==> src/hw/rtl/assert_macros.svh <==
// Assertion macros, used by the top level to check its own logic.
`ifndef ASSERT_MACROS_SVH
`define ASSERT_MACROS_SVH
// Check on every rising clock edge outside reset.
`define ASSERT_ON_CLK(label, prop, msg) \
  label: assert property (@(posedge clk) disable iff (!rst_n) prop) else $error(msg);
// Check on every rising clock edge, reset included.
`define ASSERT_ALWAYS(label, prop, msg) \
  label: assert property (@(posedge clk) prop) else $error(msg);
`endif

==> src/hw/rtl/pn3d_pkg.sv <==
// Shared constants and helpers of the 3D noise block.
package pn3d_pkg;
  localparam int FRAC_BITS_DEF = 16;
  localparam int CELL_W        = 8;
  localparam int OUT_W         = 18;
  localparam int OUT_MAX       = 131071;
  localparam int OUT_MIN       = -131072;
  localparam int CMD_DEPTH     = 4;
  localparam int OUT_DEPTH     = 16;
  localparam logic FUNC_LOAD   = 1'b0;
  localparam logic FUNC_EVAL   = 1'b1;

  // Width of one queued command: load flag, three cells, three fractions.
  function automatic int item_width(input int frac);
    return 1 + 3 * CELL_W + 3 * frac;
  endfunction
endpackage

==> src/hw/rtl/pn3d_front.sv <==
// Front end: classify a beat and split coordinates into cell and fraction.
module pn3d_front import pn3d_pkg::*; #(
  parameter int FRAC_BITS = FRAC_BITS_DEF
) (
  input  logic                               in_func,
  input  logic signed [31:0]                 in_coord_x,
  input  logic signed [31:0]                 in_coord_y,
  input  logic signed [31:0]                 in_coord_z,
  input  logic [CELL_W-1:0]                  in_perm_index,
  input  logic [CELL_W-1:0]                  in_perm_value,
  output logic [item_width(FRAC_BITS)-1:0]   item
);
  localparam int F = FRAC_BITS;

  logic              is_load;
  logic [CELL_W-1:0] cx, cy, cz;

  // A load reuses the x and y cell slots for table index and value.
  always_comb begin
    is_load = (in_func == FUNC_LOAD);
    cx = is_load ? in_perm_index : in_coord_x[F+CELL_W-1:F];
    cy = is_load ? in_perm_value : in_coord_y[F+CELL_W-1:F];
    cz = in_coord_z[F+CELL_W-1:F];
  end

  assign item = {is_load, cx, cy, cz,
                 in_coord_x[F-1:0], in_coord_y[F-1:0], in_coord_z[F-1:0]};
endmodule

==> config.mk <==
export PLATFORM = sky130hd
export DESIGN_NAME = pn3d_front
export DESIGN_NICKNAME = d
export VERILOG_FILES = /design/src/hw/rtl/assert_macros.svh /design/src/hw/rtl/pn3d_pkg.sv /design/src/hw/rtl/pn3d_front.sv
export SDC_FILE = /design/constraint.sdc
export NUM_CORES = 1
export LEC_CHECK = 0
export BUFFER_PORTS_ARGS = -buffer_cell sky130_fd_sc_hd__clkbuf_2
export CAP_MARGIN = 20
export CELL_PAD_IN_SITES_DETAIL_PLACEMENT = 1
export CELL_PAD_IN_SITES_GLOBAL_PLACEMENT = 1
export CORE_ASPECT_RATIO = 1.75
export CORE_MARGIN = 3
export CORE_UTILIZATION = 11
export DETAILED_ROUTE_END_ITERATION = 10
export GPL_ROUTABILITY_DRIVEN = 0
export PLACE_DENSITY = 0.91
export SYNTH_ARGS = -nofsm -noshare
export SYNTH_HDL_FRONTEND = slang
export SYNTH_SLANG_ARGS = --single-unit
==> constraint.sdc <==
create_clock -name vclk -period 0.8
set_clock_uncertainty 0.05 [all_clocks]
set_input_delay 0.04 -clock vclk [all_inputs]
set_output_delay 0.04 -clock vclk [all_outputs]
set_load 0.01 [all_outputs]
Word level (Yosys, flattened, before mapping)
Index checks and enable logic that the tools add are counted.
{"block": "totals", "latchBits": 0, "in_bits": 113, "ram_bits": 0, "register_bits": 0, "romBits": 0, "n_memories": 0}
{"block": "op_classes", "magnitude_cmp": 0, "shifts": 0, "n_mul": 0, "div": 0, "n_reduce_logical": 0, "muxes": 2, "n_eq_ne": 0, "bitwise_logic": 1, "addsub": 0}
{"cell": "8-bit 2-to-1 mux", "count": 2}
{"cell": "1-bit inverter", "count": 1}

Logic depth before layout (Yosys ltp)
{"block": "depth", "word_depth": 1, "mapped_depth": 4}

Worst setup path before layout
No wires, ideal clock.
{"block": "synth_path", "kind": "input to output", "start": "input port in_func", "end": "output port item[56]", "t_arrival_ns": 0.603, "n_path_buf": 2, "setup_slack_ns": 0.107, "stages": 3, "cell_sequence": "buf_6 -> buf_12 -> mux2_4"}
{"block": "synth_between", "elab_chain_cells": 1}
{"element": "start: declaration", "line": "pn3d_front.sv:5", "source": "input logic in_func,"}
{"element": "8-bit 2-to-1 mux", "line": "pn3d_front.sv:22", "source": "cy = is_load ? in_perm_value : in_coord_y[F+CELL_W-1:F];"}
{"element": "end: declaration", "line": "pn3d_front.sv:11", "source": "output logic [item_width(FRAC_BITS)-1:0] item"}
Every way passes these cells.

Final worst setup path
{"block": "layout_path", "start": "input port in_func", "end": "output port item[69]"}
{"block": "layout_between", "elab_chain_cells": 1}
{"element": "8-bit 2-to-1 mux", "line": "pn3d_front.sv:21", "source": "cx = is_load ? in_perm_index : in_coord_x[F+CELL_W-1:F];"}
Every way passes these cells.

==> impl_results.md <==
* Highest routed layer: met4
* Die Height at 110 um
* Unrepaired setup endpoints after global routing: yes
* PortBufs at 50
* Cells after Synth at 76
* Setup violators final at 16
* Drt pass-1 iters at 1
* Fmax at 1.20 GHz
* Met3 wire length at 360 um
* Via count at 453
* Sequential cell count at 0
* Yosys warning total at 0
* DR iter-0 viols at 0
* Setup repair bufs after CTS at 0
* Yosys cell types at 6
* Max Cap Violations at 0
* Post-DP Area at 593 sq um
* Syn avg cell area at 8.91 sq um
* Outcome: complete, but fails checks
* Worst min-delay path class: input pin to primary output
* Core area at 5930 sq um
* Worst EP required at 710 ps
* Remaining Overflow, GRT at 0
* Fill cells at 739
* LEAKAGE at 0.374 nW
* Placement Setup Slack at -66.3 ps
* Final Hold Viols at 0
* CP endpoint: item[69]
* Gr usage total at 4.42%
* Total die area at 7170 sq um
* CP arrival at 740 ps
* Crit path time final at 833 ps
* Met2 wire length at 943 um
* Slew HR at 95.0%
* Area occupied by multi-input gates at 218 sq um
* Synth-to-Final Area Change at 4.99%
* Antenna viol nets, final at 0
* Final HPWL DP at 1570 um
* P per Cell Area at 559 nW/um^2
* Initial Util at 11.4%
* Total power at 397 uW
* Final worst setup slack at -33.5 ps
* # nets final at 185
* Startpoint Class: input pin
* Row count at 37
* Worst-Margin Slew at 74.8 ps
* Largest net degree at the start of global routing at 7
* Max Slew Vio Count at 0
* Hold_buf cts at 0
* First-pass GRT wire length at 2350 um
* Final core occ at 12.0%
* Crit Path Category: input pin to primary output
* IO Count at 186
* Final period utilization at 104%
* Post-route cell area at 711 sq um
* Mapped cell area at 677 sq um
* Share of cells above drive strength 1 at 98.6%
* Setup crit end kind: primary output
* WL/cell at 13.1 um
* Total wire length at 1930 um
* Initial antenna violation count at 0
* Post-synthesis sequential area ratio at 0%
* Die Width at 65.3 um
* Post-DR vias/cell at 3.06
* Diodes inserted at 0
* Vias in the first global route at 515
* Routed metal-1 wirelength at 349 um
* Seq. cell area at 0 sq um
* # DRC at 0
* CP startpoint: in_func
* Hold_ws at 30.0 ps
* Failing checks: setup timing
* Syn_nets at 189
* # clk buffers at 0
* Max VDD drop at 0.134 mV
* CP max FO at 6
==> routing by layer <==
metal	up-vias	track usage (%)
met2	62	8.77
met1	179	2.08
met5	-	0
met4	0	6.97
met3	38	1.02
li1	174	-
==> final cells by class <==
type	count	share of cell area, %
well taps	78	13.7
repair buffers	53	55.1
multi-input cells	16	30.6
inverters	1	0.528
==> per-stage QoR <==
stage	setup TNS (ps)	cells
floorplan	0	76
global placement	-573	147
detailed placement	-716	147
CTS	-435	148
global route	-650	148
finish	-329	148
==> how the worst min path moves through the flow <==
stage                         from  endpoint  cells after the start
floorplan            in_coord_z[0]   item[0]                      1
global placement    in_coord_z[14]  item[14]                      0
detailed placement  in_coord_z[14]  item[14]                      0
CTS                 in_coord_z[14]  item[14]                      0
global route         in_coord_z[1]   item[1]                      0
finish              in_coord_z[10]  item[10]                      0
==> where the power goes <==
part | internal, mW | total [mW] | switching, mW
Clock | 0 | 0 | 0
Sequential | 0 | 0 | 0
Combinational | 0.261 | 0.397 | 0.136
==> cells in the mapped netlist <==
library cell	count	area, sq um
buf_12	1	20.0
buf_4	57	428
buf_6	1	11.3
inv_1	1	3.75
mux2_2	7	78.8
mux2_4	9	135
==> worst max-delay path, cell delays in order <==
cell       delay [ps]
clkbuf_16         140
buf_16            140
mux2_4            300
buf_6             120
==> cell usage in the layout, fill, tap and decap left out <==
master     count
clkbuf_16      1
mux2_2         6
buf_16         1
mux2_4        10
buf_12         1
clkbuf_2      39
inv_1          1
buf_6         11
==> logic make-up (layout without fill, tap and decap cells) <==
logic type  Yosys count  after routing  synth area share (%)
buf+inv              60             54                  68.4
mux                  16             16                  31.6
==> repair_timing <==
item / 4_1_cts / 5_1_grt
setup endpoints to repair: 16 / 16
cloned: 1 / 0
gates resized for setup: 5 / 22
Power figures use the tool's default switching activity.
