File: config.mk
export PLATFORM = sky130hd
export DESIGN_NAME = pn3d_fifo
export DESIGN_NICKNAME = d
export VERILOG_FILES = /design/src/hw/rtl/assert_macros.svh /design/src/hw/rtl/pn3d_pkg.sv /design/src/hw/rtl/pn3d_fifo.sv
export SDC_FILE = /design/constraint.sdc
export NUM_CORES = 1
export LEC_CHECK = 0
export BUFFER_PORTS_ARGS = -buffer_cell sky130_fd_sc_hd__buf_2
export CORE_MARGIN = 2
export CORE_UTILIZATION = 59
export CTS_CLUSTER_SIZE = 16
export DETAILED_ROUTE_END_ITERATION = 12
export GPL_ROUTABILITY_DRIVEN = 1
export GPL_TIMING_DRIVEN = 0
export PLACE_DENSITY = 0.92
export SYNTH_ARGS = -nofsm -noshare
export SYNTH_HDL_FRONTEND = slang
export SYNTH_SLANG_ARGS = --single-unit
File: constraint.sdc
create_clock -name clk -period 3.65 [get_ports clk]
set_input_delay 0.1825 -clock clk [delete_from_list [all_inputs] [get_ports clk]]
set_output_delay 0.1825 -clock clk [all_outputs]
set_load 0.05 [all_outputs]
File: src/hw/rtl/assert_macros.svh
// Assertion macros, used by the top level to check its own logic.
`ifndef ASSERT_MACROS_SVH
`define ASSERT_MACROS_SVH
// Check on every rising clock edge outside reset.
`define ASSERT_ON_CLK(label, prop, msg) \
  label: assert property (@(posedge clk) disable iff (!rst_n) prop) else $error(msg);
// Check on every rising clock edge, reset included.
`define ASSERT_ALWAYS(label, prop, msg) \
  label: assert property (@(posedge clk) prop) else $error(msg);
`endif

File: src/hw/rtl/pn3d_pkg.sv
// Shared constants and helpers of the 3D noise block.
package pn3d_pkg;
  localparam int FRAC_BITS_DEF = 16;
  localparam int CELL_W        = 8;
  localparam int OUT_W         = 18;
  localparam int OUT_MAX       = 131071;
  localparam int OUT_MIN       = -131072;
  localparam int CMD_DEPTH     = 4;
  localparam int OUT_DEPTH     = 16;
  localparam logic FUNC_LOAD   = 1'b0;
  localparam logic FUNC_EVAL   = 1'b1;

  // Width of one queued command: load flag, three cells, three fractions.
  function automatic int item_width(input int frac);
    return 1 + 3 * CELL_W + 3 * frac;
  endfunction
endpackage

File: src/hw/rtl/pn3d_fifo.sv
// Small first-in first-out queue with full and empty flags.
module pn3d_fifo import pn3d_pkg::*; #(
  parameter int W     = 8,
  parameter int DEPTH = CMD_DEPTH
) (
  input  logic         clk,
  input  logic         rst_n,
  input  logic         push,
  input  logic [W-1:0] din,
  output logic         full,
  input  logic         pop,
  output logic [W-1:0] dout,
  output logic         empty
);
  localparam int AW = $clog2(DEPTH);
  localparam int CW = $clog2(DEPTH + 1);

  logic [W-1:0]  mem_r [DEPTH];
  logic [AW-1:0] wr_ptr_r, rd_ptr_r;
  logic [CW-1:0] cnt_r, cnt_nxt;
  logic          do_push, do_pop;

  assign full    = (cnt_r == CW'(DEPTH));
  assign empty   = (cnt_r == '0);
  assign do_push = push && !full;
  assign do_pop  = pop && !empty;
  assign dout    = mem_r[rd_ptr_r];

  always_comb begin
    cnt_nxt = cnt_r;
    if (do_push && !do_pop) begin
      cnt_nxt = cnt_r + CW'(1);
    end else if (do_pop && !do_push) begin
      cnt_nxt = cnt_r - CW'(1);
    end
  end

  always_ff @(posedge clk) begin
    if (!rst_n) begin
      wr_ptr_r <= '0;
      rd_ptr_r <= '0;
      cnt_r    <= '0;
    end else begin
      cnt_r <= cnt_nxt;
      if (do_push) begin
        wr_ptr_r <= wr_ptr_r + AW'(1);
      end
      if (do_pop) begin
        rd_ptr_r <= rd_ptr_r + AW'(1);
      end
    end
  end

  always_ff @(posedge clk) begin
    if (do_push) begin
      mem_r[wr_ptr_r] <= din;
    end
  end
endmodule

### Yosys cells after proc, flatten, opt, wreduce, memory -nomap -nowiden

Memory sizes are Yosys's and may differ from the RTL's. A register that Yosys moved wholly into a read port is not among the register bits.
Index checks and enable logic that the tools add are counted.

* flip-flop bits (word level): 7
* RAM bits: 32
* input bits: 12
* output and inout port bits: 10
* memories kept: 1

Memory list
* mem_r: depth 4, bits a word 8, read ports 1, clocked after memory_dff 1, write ports 1, line pn3d_fifo.sv:18 `logic [W-1:0] mem_r [DEPTH];`

* add/sub/neg operators: 4
* equality and inequality tests: 1
* mux-type cells: 6
* reductions and logical operators: 10

Operators by type and width (number)
* $mux 3: 2
* $add 2x1->2 const B: 2
* $logic_and 1x1->1: 4
* $logic_not 1->1: 4
* $mux 2: 2
* $add 3x1->3 const B: 1
* $eq 3x3->1 const B: 1
* $logic_not 3->1: 1
* $sub 3x1->3 const B: 1
* $mux 1: 2
* $reduce_bool 2->1: 1

### Depth between registers and ports, before layout

* depth in word-level cells: 7
* gate-level depth with buffers: 9
* depth with buffers taken out: 8

### Worst setup path before layout

Ideal clock, no wire load.

* path type: flip-flop to flip-flop
* from: register cnt_r[2]
* to: register cnt_r[2]
* library setup time: 0.070 ns
* arrival: 2.299 ns
* data required time: 3.580 ns
* setup slack: 1.281 ns
* cell stages (with the launch flop): 10
* buffers on the path: 1
* cells stage by stage: dfxtp_1 > nor3b_2 > nor2b_1 > buf_6 > ha_1 > inv_1 > fa_1 > xor2_1 > or3_1 > a21boi_1

* cells in the longest elaborated chain, start to end: 6
* elaborated cells between the ends (all ways): 15
* those cells by class: 2 x add/sub; 1 x eq/ne; 2 x mux; 10 x reduce/logical

RTL lines
* start, declared: line pn3d_fifo.sv:20 `logic [CW-1:0] cnt_r, cnt_nxt;`
* start signal, assigned: line pn3d_fifo.sv:44 `cnt_r <= cnt_nxt;`
* $eq 3x3->1 *: line pn3d_fifo.sv:23 `assign full = (cnt_r == CW'(DEPTH));`
* via full: line pn3d_fifo.sv:10 `output logic full,`
* $logic_not 1->1 *: line pn3d_fifo.sv:25 `assign do_push = push && !full;`
* $logic_and 1x1->1 *: line pn3d_fifo.sv:25
* via do_push: line pn3d_fifo.sv:21 `logic do_push, do_pop;`
* $logic_not 1->1: line pn3d_fifo.sv:33 `end else if (do_pop && !do_push) begin`
* $logic_and 1x1->1: line pn3d_fifo.sv:33
* $reduce_bool 2->1 (no line)

Mark *: on every way through the listed nets, which the timed path passes. The rest lies on a longest branch. The select of a mux whose other input is x is not followed.
A chain may end at the register's enable or synchronous reset.

### Final worst setup path

* from: register cnt_r[0]
* to: register cnt_r[2]

* cells in the longest elaborated chain, start to end: 6
* elaborated cells between the ends (all ways): 15
* those cells by class: 2 x add/sub; 1 x eq/ne; 2 x mux; 10 x reduce/logical

RTL lines (line)
* $eq 3x3->1 *: pn3d_fifo.sv:23
* $logic_not 1->1 *: pn3d_fifo.sv:25
* $logic_and 1x1->1 *: pn3d_fifo.sv:25
* via do_push: pn3d_fifo.sv:21
* $logic_not 1->1: pn3d_fifo.sv:33
* $logic_and 1x1->1: pn3d_fifo.sv:33
* $reduce_bool 2->1 (no line)

Marks and branches as above.

==> impl_summary.md <==
Yosys
The number of unique standard cell types used by synthesis is 23. The biggest area consumer among synthesized cells is edfxtp_1. The count of synthesis-stage warnings from yosys is 0. Counting flops with a built-in enable in the synthesized netlist gives 32. After synthesis, flip-flops and latches occupy 69.6% of the total area. The gate count of the mapped netlist is 90. The commonest cells after synthesis are edfxtp_1 (32), dfxtp_1 (9), and2_1 (8), mux4_2 (8), ha_1 (5). The most used flip-flop cell after synthesis is edfxtp_1. In the post-synthesis netlist, the biggest area contributors are edfxtp_1 (59%), dfxtp_1 (11%), mux4_2 (11%), ha_1 (3.8%), and2_1 (3.1%). The mean cell area of the mapped netlist is roughly 18 µm². After synthesis, the largest area contributor takes up roughly three fifths of total cell area. The number of synthesized register bits is 41. Among all cell types in the netlist, the one instantiated most often is edfxtp_1. The number of nets in the synthesized netlist is about 110. The mapped cell area is 1640 µm². The fraction of registers with async set/reset is 0%.

STA
The number of pins with negative max-slew slack in the final report is 0. The clock period minus worst slack is between 2000 and 2500 ps. The aggregate negative setup slack is 0 ps.

In the finished design, the share of the clock period the worst path needs comes to approximately three fifths. Across all hold checks on the routed design, the worst slack comes to 59.5 ps. The transition time at the pin with the least slew margin is 491 ps. Setup violations remaining at the end of the flow were counted as 0. Setup repair after global routing left no endpoint under its margin. The clock arrives with 11.7 ps of skew. The worst slew margin relative to its limit is about two thirds. Static timing analysis puts the maximum clock frequency at 446 MHz. The hold violation count in the final report is 0.

Detailed routing
For this block, the initial DRC count from the detailed router was 26. For this run, design rule violations remaining after detail routing come to 0. The pre-antenna-repair detailed-routing pass consisted of 4 iterations. The final wirelength is 2400 µm. The post-detailed-route count of antenna-violating nets is 0. The average wire length per cell after detail routing is between 15 and 20 µm. The routed layout has 839 vias. The via density per instance is between 5 and 6.

Worst setup path
In this run the worst path has a maximum fanout of 7. The origin of the critical flop-to-flop path is cnt_r[0]. The first element of the critical path is cnt_r[0]. The startpoint type of the worst setup path is a flip-flop. Traced cell by cell, the critical path runs through nor3b_2, nor2b_1, buf_6, ha_1, inv_1, fa_1, xor2_1, or3_1, a21boi_1. The worst setup path is captured at a flip-flop. The setup path with the least slack is of type flip-flop to flip-flop. Data arrives at the worst endpoint at 2510 ps. The total buffers and inverters traversed by the critical path is 2. For the worst setup path, the data required time is 3920 ps. The kind of cell adding the most delay to the critical path is adder cells. The largest single stage delay on the critical path is 500 ps. The slowest stage cell on the critical path is dfxtp_1.

Clock tree
After clock tree synthesis, the setup repair step added 0 buffers. In this run, post-CTS hold repair placed 0 buffers. For this design, the sink count on the clock tree is 41. The post-cts sizing count is 0. Clock-pin slew was measured on the worst setup and hold paths at 110 ps. The buffer type at the clock tree root is clkbuf_4. The clock tree from TritonCTS is yes. The TritonCTS buffer count is 5. The maximum level of the CTS H-tree is 2. The maximum clock insertion buffer count is 2. The clock latency on the worst-skew pair is roughly 340 ps.

Power
IR analysis of the VDD net gives a maximum drop of 0.000558 V. The analysis attributes to cell leakage a power of 0.000677 µW. Dividing total power by cell area gives a power density of about 740 nW/µm².

Global routing
The met3 usage is 5.53%. In the global route stage, met2 resource usage came out at between 20 and 30%. Global routing consumed, on the met1 layer, between 10% and 20% of the routing resources. Entering global routing, the biggest net connects 13 pins. The via count of the first global-routing pass is 856. The number of antenna violations at the first check in global routing is 0. In this run the most used layer during global routing was met2.

The first global-routing pass estimated 3910 µm of wire. In the global route stage, overall resource usage came out at 17.3%. The remaining global-route overflow is 0.

Floorplanning
The placement row count is 19. For this design the top-level I/O count stands at 22. The floorplan step set the die height to 56.7 µm. The placeable core region is 2690 µm². The horizontal die dimension is around 57 µm. The starting density of the core is 61.0%.

The floorplan step defined a die boundary enclosing 3220 µm².

Hold path
The worst hold path begins at din[3]. The class of the worst hold path is input pin to flip-flop.

Final layout
The relative area change from synthesis to final layout is 12.7%. The final-stage net count is 135. Cells with a size suffix above 1 make up between 30 and 40% of the layout. The number of antenna diodes in the final layout is 0.

Place
The congestion estimate from routability-driven global placement came to 0.781. The total half-perimeter wirelength after legalization and detailed placement is 1740 µm. The count of buffers added on input and output ports is 20.

Status
The run finished with clean final reports.

Run
Max-cap violations in this run came to 0.
==> power breakdown <==
group          internal, µW  switching (µW)
Clock                   112             130
Combinational           182             331
Sequential              574            40.9
Total                   867             502
==> layout by cell type (no fill, tap or decap), types with 2 or more instances in the layout <==
| cell type | synthesis | final |
|---|---|---|
| mux4_2 | 8 | 8 |
| clkbuf_4 | 0 | 5 |
| nand2_1 | 4 | 4 |
| edfxtp_1 | 32 | 32 |
| nor2b_1 | 2 | 2 |
| ha_1 | 5 | 5 |
| and2_1 | 8 | 8 |
| clkbuf_8 | 0 | 2 |
| dfxtp_1 | 9 | 9 |
| mux2i_1 | 3 | 3 |
| inv_1 | 3 | 3 |
| buf_2 | 1 | 21 |
| xnor2_1 | 3 | 3 |
==> logic make-up (layout without fill, tap and decap cells) <==
logic type      count (synthesis)  after routing  synth area share (%)
fa+ha+maj                       6              6                  5.04
simple gates                   17             17                  6.18
xor+xnor                        4              4                  2.14
mux                            11             11                  12.8
compound gates                  4              4                  2.06
flops                          41             41                  69.6
buf+inv                         7             35                  2.14
==> routing by layer <==
layer | up-vias | part of all wire [%] | wire length [µm]
li1 | 397 | - | -
met1 | 404 | 37 | 880
met2 | 32 | 54 | 1290
met3 | 6 | 7.3 | 175
met4 | 0 | 2.2 | 52
met5 | - | 0 | 0
==> path summary, 6_finish.rpt <==
path | endpoint | slack [ps] | cells past startpoint
worst max-delay path | cnt_r[2] | 1410 | 9
worst min register to register | wr_ptr_r[1] | 510 | 2
worst max register to register | cnt_r[2] | 1410 | 9
worst min-delay path | mem_r[2][3] | 60 | 1
==> metrics by stage <==
step | total power, µW | std cells | utilization, % | worst slack [ps] | area [µm²]
finish | 1370 | 149 | 68.8 | 1410 | 1850
floorplan | 1030 | 90 | - | 1280 | 1640
global placement | 1120 | 141 | 66.2 | 1560 | 1780
CTS | 1380 | 149 | 68.8 | 1410 | 1850
detailed placement | 1140 | 141 | 66.2 | 1440 | 1780
global route | 1430 | 149 | 68.8 | 1290 | 1850
==> cell type report <==
class / instances / area [µm²]
clock buffer: 7 / 65.1
tap: 31 / 38.8
timing repair buffer: 20 / 100
fill: 172 / 838
inverter: 3 / 11.3
sequential: 41 / 1140
clock inverter: 1 / 5.00
multi-input combinational: 42 / 463
buffer: 4 / 23.8
==> sequential cells by signal (all words and copies together), names as in the netlist, named ones only <==
| name | cells |
|---|---|
| wr_ptr_r | 2 |
| rd_ptr_r | 2 |
| mem_r | 32 |
| cnt_r | 3 |
Power figures use the tool's default switching activity.
